**src/jvsl_pkg.sv**
```systemverilog
// ----------------------------------------------------------------------------
// jvsl_pkg
// shared constants, types and limit tables of the joint velocity smoothing
// limiter
// ----------------------------------------------------------------------------
package jvsl_pkg;

  localparam int JOINTS  = 7;
  localparam int IDX_W   = (JOINTS > 1) ? $clog2(JOINTS) : 1;
  localparam int VEL_W   = 16;
  localparam int ALPHA_W = 17;
  localparam int HOLD_W  = 12;
  localparam int PROD_W  = VEL_W + 1 + ALPHA_W + 1;

  localparam logic [ALPHA_W-1:0] ALPHA_RESET = ALPHA_W'(328);
  localparam logic [ALPHA_W-1:0] ALPHA_MIN   = ALPHA_W'(7);
  localparam logic [ALPHA_W-1:0] ALPHA_MAX   = ALPHA_W'(65536);
  localparam logic [HOLD_W-1:0]  HOLD_RESET  = HOLD_W'(3000);

  // configuration register indexes
  localparam logic REG_ALPHA = 1'b0;
  localparam logic REG_HOLD  = 1'b1;

  typedef logic signed [VEL_W-1:0] vel_t;

  typedef enum logic [1:0] {
    ST_IDLE,
    ST_RUN,
    ST_WAIT,
    ST_DONE
  } state_t;

  // velocity limit per joint, Q3.12
  function automatic vel_t vel_cap(input logic [2:0] j);
    vel_t v;
    unique case (j)
      3'd0, 3'd1, 3'd2, 3'd3: v = 16'sd10732;
      3'd5:                   v = 16'sd17121;
      default:                v = 16'sd21545;
    endcase
    return v;
  endfunction

  // acceleration limit per tick, Q3.12
  function automatic vel_t step_cap(input logic [2:0] j);
    vel_t v;
    unique case (j)
      3'd0, 3'd4: v = 16'sd61;
      3'd1:       v = 16'sd31;
      3'd2:       v = 16'sd41;
      3'd3:       v = 16'sd51;
      default:    v = 16'sd82;
    endcase
    return v;
  endfunction

endpackage

```
**src/joint_velocity_smoothing_limiter.sv**
```systemverilog
// ----------------------------------------------------------------------------
// joint_velocity_smoothing_limiter
// ema smoothing of joint velocity targets with per-joint slew and velocity
// clamps, startup hold after restart
// ----------------------------------------------------------------------------
// throughput: a new word is accepted while idle or as the finished one moves
//   into the output register; one hold word every cycle while the output is
//   not stalled; a filtered word passes the single multiply/clamp lane and
//   the one ram read port, which visit the joints one per cycle
// reset: synchronous, clears control, registers to their reset values, all
//   stored velocities read as zero, hold counter zero
// ----------------------------------------------------------------------------
module joint_velocity_smoothing_limiter (
  input  logic                            clk,
  input  logic                            rst,
  // configuration
  input  logic                            cfg_we,
  input  logic                            cfg_index,
  input  logic [jvsl_pkg::ALPHA_W-1:0]    cfg_data,
  // input word
  input  logic                            in_valid,
  output logic                            in_ready,
  input  logic signed [jvsl_pkg::VEL_W-1:0] target_j0,
  input  logic signed [jvsl_pkg::VEL_W-1:0] target_j1,
  input  logic signed [jvsl_pkg::VEL_W-1:0] target_j2,
  input  logic signed [jvsl_pkg::VEL_W-1:0] target_j3,
  input  logic signed [jvsl_pkg::VEL_W-1:0] target_j4,
  input  logic signed [jvsl_pkg::VEL_W-1:0] target_j5,
  input  logic signed [jvsl_pkg::VEL_W-1:0] target_j6,
  input  logic                            restart,
  // output word
  output logic                            out_valid,
  input  logic                            out_ready,
  output logic signed [jvsl_pkg::VEL_W-1:0] cmd_j0,
  output logic signed [jvsl_pkg::VEL_W-1:0] cmd_j1,
  output logic signed [jvsl_pkg::VEL_W-1:0] cmd_j2,
  output logic signed [jvsl_pkg::VEL_W-1:0] cmd_j3,
  output logic signed [jvsl_pkg::VEL_W-1:0] cmd_j4,
  output logic signed [jvsl_pkg::VEL_W-1:0] cmd_j5,
  output logic signed [jvsl_pkg::VEL_W-1:0] cmd_j6,
  output logic                            holding
);

  localparam int J   = jvsl_pkg::JOINTS;
  localparam int IW  = jvsl_pkg::IDX_W;
  localparam int VW  = jvsl_pkg::VEL_W;
  localparam int AW  = jvsl_pkg::ALPHA_W;
  localparam int HW  = jvsl_pkg::HOLD_W;
  localparam int PW  = jvsl_pkg::PROD_W;
  localparam int SW  = PW - 16;          // width of the floor-shifted step
  localparam logic [IW-1:0] LAST_IDX = IW'(J - 1);

  // configuration registers
  logic [AW-1:0] alpha;
  logic [HW-1:0] hold_ticks;

  // control
  jvsl_pkg::state_t state, state_next;
  logic [HW-1:0]    hold_count;
  logic [J-1:0]     vbit;            // entry written since the last restart
  logic             hold_flag;

  // input word buffer
  jvsl_pkg::vel_t in_tgt [J];
  jvsl_pkg::vel_t tgt    [J];

  // read issue
  logic [IW-1:0] rd_idx;
  logic          rd_en;
  logic          rd_last;

  // multiply stage
  logic                  b_valid;
  logic                  b_last;
  logic [IW-1:0]         b_idx;
  jvsl_pkg::vel_t        b_target;
  logic [VW-1:0]         ram_rdata;
  jvsl_pkg::vel_t        b_prev;
  logic signed [VW:0]    b_diff;
  logic signed [AW:0]    b_alpha;
  logic signed [PW-1:0]  b_prod;
  logic [AW-1:0]         alpha_eff;

  // clamp / write-back stage
  logic                  c_valid;
  logic                  c_last;
  logic [IW-1:0]         c_idx;
  jvsl_pkg::vel_t        c_prev;
  logic signed [PW-1:0]  c_prod;
  logic signed [SW-1:0]  step_raw;
  logic signed [SW-1:0]  step_lim;
  logic signed [SW-1:0]  step_cl;
  logic signed [VW:0]    vsum;
  logic signed [VW:0]    vlim;
  jvsl_pkg::vel_t        nv;

  // result build and output register
  jvsl_pkg::vel_t acc   [J];
  jvsl_pkg::vel_t cmd_q [J];

  // handshake
  logic          accept;
  logic          out_free;
  logic          out_load;
  logic [HW-1:0] eff_count;
  logic          hold_hit;

  assign in_tgt[0] = target_j0;
  assign in_tgt[1] = target_j1;
  assign in_tgt[2] = target_j2;
  assign in_tgt[3] = target_j3;
  assign in_tgt[4] = target_j4;
  assign in_tgt[5] = target_j5;
  assign in_tgt[6] = target_j6;

  assign cmd_j0 = cmd_q[0];
  assign cmd_j1 = cmd_q[1];
  assign cmd_j2 = cmd_q[2];
  assign cmd_j3 = cmd_q[3];
  assign cmd_j4 = cmd_q[4];
  assign cmd_j5 = cmd_q[5];
  assign cmd_j6 = cmd_q[6];

  // the output register parts the two sides: a new word is taken while the
  // finished one moves into it
  assign out_free = !out_valid || out_ready;
  assign out_load = (state == jvsl_pkg::ST_DONE) && out_free;
  assign in_ready = (state == jvsl_pkg::ST_IDLE) || out_load;
  assign accept   = in_valid && in_ready;

  // restart zeroes the counter before the hold decision
  assign eff_count = restart ? '0 : hold_count;
  assign hold_hit  = eff_count < hold_ticks;

  assign rd_en   = (state == jvsl_pkg::ST_RUN);
  assign rd_last = (rd_idx == LAST_IDX);

  // next state
  always_comb begin
    state_next = state;
    unique case (state)
      jvsl_pkg::ST_IDLE: begin
        if (accept) begin
          state_next = hold_hit ? jvsl_pkg::ST_DONE : jvsl_pkg::ST_RUN;
        end
      end
      jvsl_pkg::ST_RUN: begin
        if (rd_last) begin
          state_next = jvsl_pkg::ST_WAIT;
        end
      end
      jvsl_pkg::ST_WAIT: begin
        // last joint written back at this edge
        if (c_valid && c_last) begin
          state_next = jvsl_pkg::ST_DONE;
        end
      end
      jvsl_pkg::ST_DONE: begin
        if (out_free) begin
          if (accept) begin
            state_next = hold_hit ? jvsl_pkg::ST_DONE : jvsl_pkg::ST_RUN;
          end else begin
            state_next = jvsl_pkg::ST_IDLE;
          end
        end
      end
    endcase
  end

  always_ff @(posedge clk) begin
    if (rst) begin
      state <= jvsl_pkg::ST_IDLE;
    end else begin
      state <= state_next;
    end
  end

  // configuration writes
  always_ff @(posedge clk) begin
    if (rst) begin
      alpha      <= jvsl_pkg::ALPHA_RESET;
      hold_ticks <= jvsl_pkg::HOLD_RESET;
    end else if (cfg_we) begin
      unique case (cfg_index)
        jvsl_pkg::REG_ALPHA: alpha      <= cfg_data;
        jvsl_pkg::REG_HOLD:  hold_ticks <= cfg_data[HW-1:0];
      endcase
    end
  end

  // hold counter, valid bits and the word type
  always_ff @(posedge clk) begin
    if (rst) begin
      hold_count <= '0;
      vbit       <= '0;
      hold_flag  <= 1'b0;
    end else begin
      if (accept) begin
        hold_count <= hold_hit ? eff_count + HW'(1) : eff_count;
        hold_flag  <= hold_hit;
      end
      // a restart clears every stored velocity at once; no write-back is in
      // flight while a word is accepted
      if (accept && restart) begin
        vbit <= '0;
      end else if (c_valid) begin
        vbit[c_idx] <= 1'b1;
      end
    end
  end

  // input buffer and read index
  always_ff @(posedge clk) begin
    if (accept) begin
      tgt    <= in_tgt;
      rd_idx <= '0;
    end else if (rd_en) begin
      rd_idx <= rd_idx + IW'(1);
    end
  end

  // stored velocities, one entry per joint
  jvsl_ram #(
    .WIDTH (VW),
    .DEPTH (J)
  ) u_vel_ram (
    .clk   (clk),
    .we    (c_valid),
    .waddr (c_idx),
    .wdata (nv),
    .re    (rd_en),
    .raddr (rd_idx),
    .rdata (ram_rdata)
  );

  // alpha is clamped into its legal range at use
  always_comb begin
    if (alpha < jvsl_pkg::ALPHA_MIN) begin
      alpha_eff = jvsl_pkg::ALPHA_MIN;
    end else if (alpha > jvsl_pkg::ALPHA_MAX) begin
      alpha_eff = jvsl_pkg::ALPHA_MAX;
    end else begin
      alpha_eff = alpha;
    end
  end

  // multiply stage: ram data arrives here, an unwritten entry reads as zero
  assign b_prev  = vbit[b_idx] ? $signed(ram_rdata) : '0;
  assign b_diff  = (VW + 1)'(b_target) - (VW + 1)'(b_prev);
  assign b_alpha = $signed({1'b0, alpha_eff});
  assign b_prod  = b_diff * b_alpha;

  always_ff @(posedge clk) begin
    if (rst) begin
      b_valid <= 1'b0;
      c_valid <= 1'b0;
    end else begin
      b_valid <= rd_en;
      c_valid <= b_valid;
    end
  end

  always_ff @(posedge clk) begin
    b_idx    <= rd_idx;
    b_last   <= rd_last;
    b_target <= tgt[rd_idx];
    c_idx    <= b_idx;
    c_last   <= b_last;
    c_prev   <= b_prev;
    c_prod   <= b_prod;
  end

  // clamp stage: floor shift, slew clamp, add, velocity clamp
  assign step_raw = c_prod[PW-1:16];
  assign step_lim = SW'(jvsl_pkg::step_cap(3'(c_idx)));
  assign vlim     = (VW + 1)'(jvsl_pkg::vel_cap(3'(c_idx)));

  always_comb begin
    if (step_raw > step_lim) begin
      step_cl = step_lim;
    end else if (step_raw < -step_lim) begin
      step_cl = -step_lim;
    end else begin
      step_cl = step_raw;
    end
  end

  assign vsum = (VW + 1)'(c_prev) + (VW + 1)'(step_cl);

  always_comb begin
    if (vsum > vlim) begin
      nv = VW'(vlim);
    end else if (vsum < -vlim) begin
      nv = VW'(-vlim);
    end else begin
      nv = VW'(vsum);
    end
  end

  always_ff @(posedge clk) begin
    if (c_valid) begin
      acc[c_idx] <= nv;
    end
  end

  // output register
  always_ff @(posedge clk) begin
    if (rst) begin
      out_valid <= 1'b0;
    end else if (out_load) begin
      out_valid <= 1'b1;
    end else if (out_ready) begin
      out_valid <= 1'b0;
    end
  end

  always_ff @(posedge clk) begin
    if (out_load) begin
      holding <= hold_flag;
      for (int j = 0; j < J; j++) begin
        cmd_q[j] <= hold_flag ? '0 : acc[j];
      end
    end
  end

endmodule

```
**src/jvsl_ram.sv**
```systemverilog
// ----------------------------------------------------------------------------
// jvsl_ram
// generic single-write, single-read ram with registered read data
// ----------------------------------------------------------------------------
module jvsl_ram #(
  parameter int WIDTH = 16,
  parameter int DEPTH = 8,
  parameter int AW    = (DEPTH > 1) ? $clog2(DEPTH) : 1
) (
  input  logic             clk,
  input  logic             we,
  input  logic [AW-1:0]    waddr,
  input  logic [WIDTH-1:0] wdata,
  input  logic             re,
  input  logic [AW-1:0]    raddr,
  output logic [WIDTH-1:0] rdata
);

  logic [WIDTH-1:0] mem [DEPTH];

  always_ff @(posedge clk) begin
    if (we) begin
      mem[waddr] <= wdata;
    end
    if (re) begin
      rdata <= mem[raddr];
    end
  end

endmodule

```
**config.mk**
```make
export PLATFORM = sky130hd
export DESIGN_NAME = joint_velocity_smoothing_limiter
export DESIGN_NICKNAME = d
export VERILOG_FILES = /design/src/jvsl_pkg.sv /design/src/joint_velocity_smoothing_limiter.sv /design/src/jvsl_ram.sv
export SDC_FILE = /design/constraint.sdc
export NUM_CORES = 1
export LEC_CHECK = 0
export BUFFER_PORTS_ARGS = -buffer_cell sky130_fd_sc_hd__buf_2
export CAP_MARGIN = 20
export CELL_PAD_IN_SITES_DETAIL_PLACEMENT = 1
export CELL_PAD_IN_SITES_GLOBAL_PLACEMENT = 1
export CORE_MARGIN = 8
export CORE_UTILIZATION = 40
export CTS_CLUSTER_SIZE = 16
export DETAILED_ROUTE_END_ITERATION = 16
export GPL_TIMING_DRIVEN = 0
export PLACE_DENSITY = 0.69
export REMOVE_ABC_BUFFERS = 1
export SLEW_MARGIN = 10
export SYNTH_ARGS = -nofsm -noshare
export SYNTH_HDL_FRONTEND = slang
export SYNTH_HIERARCHICAL = 1
export SYNTH_SLANG_ARGS = --single-unit
export TNS_END_PERCENT = 50
```
**constraint.sdc**
```tcl
create_clock -name clk -period 13.9 [get_ports clk]
set_input_delay 0.695 -clock clk [delete_from_list [all_inputs] [get_ports clk]]
set_output_delay 0.695 -clock clk [all_outputs]
set_load 0.05 [all_outputs]
```
==> results by group <==
Global route
  • Global-route wire length before repair: around 140,000 µm
  • Total congestion overflow: 0
  • Antenna violations before repair: 0
  • Largest net degree at the start of global routing: slightly above 70
  • Number of global-route vias before repair: 24,395
  • Overall routing resource usage: roughly a fifth

Floorplan
  • Core Area: a little over 80,000 µm²
  • Die boundary height: between 300 and 400 µm
  • Chip width: 305 µm
  • Floorplan die area: roughly 90,000 µm²
  • Number of placed I/O pins: 251
  • Number of rows created at floorplan: between 100 and 150
  • Initial cell density of the core: between 40% and 50%

Critical path
  • Worst path required time: 14.45 ns
  • Peak fanout along the critical path: 16
  • Largest stage delay, worst path: around 0.7 ns
  • Type of element capturing the critical path: register
  • Class of the most critical setup path: reg -> reg
  • Cell seen most often among critical-path stages: fa_1
  • Max stage delay cell, worst path: o21a_1
  • Worst EP arrival: approximately 12 ns
  • Startpoint types: register

Synth
  • Post-Syn Instances: between 2,000 and 3,000
  • Adder and majority gate portion of the synthesized area: a little over a fifth
  • XOR/XNOR share of the synthesized area: about 1.5%
  • Post-synthesis simple-gate area fraction: 12.0%
  • Average footprint of a synthesized cell: roughly 12 µm²
  • Portion of synthesized cell area occupied by the leading cell type: 41.9%
  • Share of flip-flops with an asynchronous set or reset: 0%
  • #FFs+latches synth: just under 600
  • Number of distinct library cells after synthesis: 80
  • Mux contribution to synthesized area: 3.63%
  • Sequential-to-total area share from yosys stat: 48.9%
  • Mapped cell area: ~33,000 µm²
  • Count leader, synth: edfxtp_1
  • Count of flip-flops with a built-in enable after synthesis: roughly 470
  • Yosys warns: 6
  • Dominant combinational cell family by area after synthesis: adder cells
  • Dominant cells by area after synthesis: edfxtp_1, fa_1, ha_1
  • Cell type with the highest aggregate area in the netlist: edfxtp_1
  • Fraction of the mapped netlist area in compound gates: 6.91%
  • Post-synth top cells: edfxtp_1, inv_1, nand2_1
  • Main flop type after synthesis: edfxtp_1

Detailed routing
  • Number of iterations in the first detailed-routing pass: 5
  • Overall via count from detail_route: roughly 22,000
  • Via count normalized by instance count: between 5 and 6
  • Final ANT Viol Nets: 0
  • WL/cell: about 21 µm
  • # DRC: 0
  • Total routed wirelength: approximately 90,000 µm
  • Initial drt markers: around 1,200

Clocking
  • Total clock buffers created by CTS: 61
  • CTS H-tree lvls: 2
  • Clock latency on the worst-skew pair: approximately 0.67 ns
  • CTS sink cnt: 581
  • # hold bufs at CTS: 0
  • Clock root buffer: clkbuf_16
  • # resized after CTS: 0
  • Maximum buffer depth of the clock tree: 3
  • Clock tree from TritonCTS: yes
  • Clock transition at the register clock pins on the worst setup and hold paths after CTS: ~0.06 ns
  • Number of buffers inserted to repair setup after CTS: 0

Placement
  • Number of buffer cells added on primary ports: 250
  • Hpwl dp: between 60,000 and 70,000 µm
  • Post-Place Setup Slack: approximately 2.4 ns
  • Routability Congestion: 0.863

Final layout
  • Final core utilization: a little under half
  • Fillers: a little under 9,000
  • Antenna diode count: 0
  • Layout area overhead: 15.1%
  • Final nets: around 3,700
  • Combined flip-flop and latch cell area: ~16,000 µm²
  • Total area of multi-input combinational cells: about 15,000 µm²
  • Proportion of layout cells with a drive suffix above 1: around 16%

Min path
  • Hold Path Class: in -> reg

Timing
  • Final setup vio count: 0
  • Post-layout worst setup margin: 2.37 ns
  • Slew HR: 22.4%
  • RSZ-0062 raised after global routing: false
  • Final TNS setup: 0 ns
  • Worst slew pin tran: 1.16 ns
  • Count of final max-slew check failures: 0
  • Post-route fraction of the period consumed by the critical path: slightly above 80%
  • Hold Violations, Final: 0
  • Hold slack: ~0.20 ns
  • Final Skew: between 0.07 and 0.08 ns
  • Post-route minimum period: between 10 and 15 ns
  • Maximum clock frequency: 86.7 MHz

Run
  • Max-capacitance violation count: 0

Status
  • Run status: completed
## sequential cells by signal, indices dropped and copies added, names as in the netlist, 7 cells and up
signal / flops
u_vel_ram/rdata: 16
cmd_q: 112
u_vel_ram/mem: 112
hold_count: 12
hold_ticks: 12
c_prev: 16
acc: 112
vbit: 7
tgt: 112
b_target: 16
c_prod: 19
alpha: 17
## routing by layer
metal  vias up  global-route usage [%]  routed length (µm)
li1      10047                       -                   -
met1     11052                    22.6               36500
met2       400                    35.1               46300
met3       149                    2.94                3350
met4         0                    6.29                3030
met5         -                       0                   0
## stage by stage
stage / instances / area, µm²
after detailed placement: 4101 / 36300
after CTS: 4216 / 38200
after global placement: 4057 / 35500
after global routing: 4224 / 38300
final: 4224 / 38300
after floorplan: 2727 / 32900
## worst max-delay path: cells and delay by family (launching register included)
| kind | cells | cell delay (ns) |
|---|---|---|
| and+or+nand+nor | 7 | 1.92 |
| adders and majority gates | 9 | 4.08 |
| DFF | 1 | 0.38 |
| buffers and inverters | 4 | 0.47 |
| AOI/OAI and AO/OA | 13 | 3.90 |
| xor gates and xnor gates | 1 | 0.16 |
| muxes | 1 | 0.52 |
## path summary, 6_finish.rpt
kind | start | endpoint | slack (ns) | cells past startpoint
max reg2reg | b_idx[2]$_DFF_P_ | c_prod[34]$_DFF_P_ | 2.37 | 35
max | b_idx[2]$_DFF_P_ | c_prod[34]$_DFF_P_ | 2.37 | 35
min | target_j1[1] | tgt[81]$_DFFE_PP_ | 0.20 | 1
min reg2reg | b_last$_DFF_P_ | c_last$_DFF_P_ | 0.33 | 0
## cell type report
| type | instances | share of cell area (%) |
|---|---|---|
| sequential | 581 | 42.5 |
| inverter | 338 | 3.32 |
| clock buffer | 73 | 4.10 |
| tap | 1080 | 3.53 |
| multi-input combinational | 1808 | 40.2 |
| timing repair buffer | 302 | 5.32 |
| clock inverter | 42 | 0.969 |
## cell usage in the layout, fill, tap and decap left out, drive strengths merged, types with 21 or more instances in the layout
cell,instances
a211oi,21
a21o,23
a21oi,132
and2,33
buf,301
clkbuf,74
clkinv,31
dfxtp,116
edfxtp,465
fa,225
ha,219
inv,342
mux2i,55
nand2,309
nand2b,41
nand3,27
nor2,248
nor2b,140
nor3,26
o211ai,32
o21a,24
o21ai,39
xnor2,36
## logic make-up after synthesis
group,after synthesis
adder cells (fa/ha/maj),444
AND/OR/NAND/NOR,869
multiplexers,92
XOR/XNOR,53
other,2
AO/OA/AOI/OAI,336
buffers and inverters,444
flip-flops,581
Power is not shown: default switching activity piles up to over one toggle a cycle in this logic, so the estimate is an artifact.
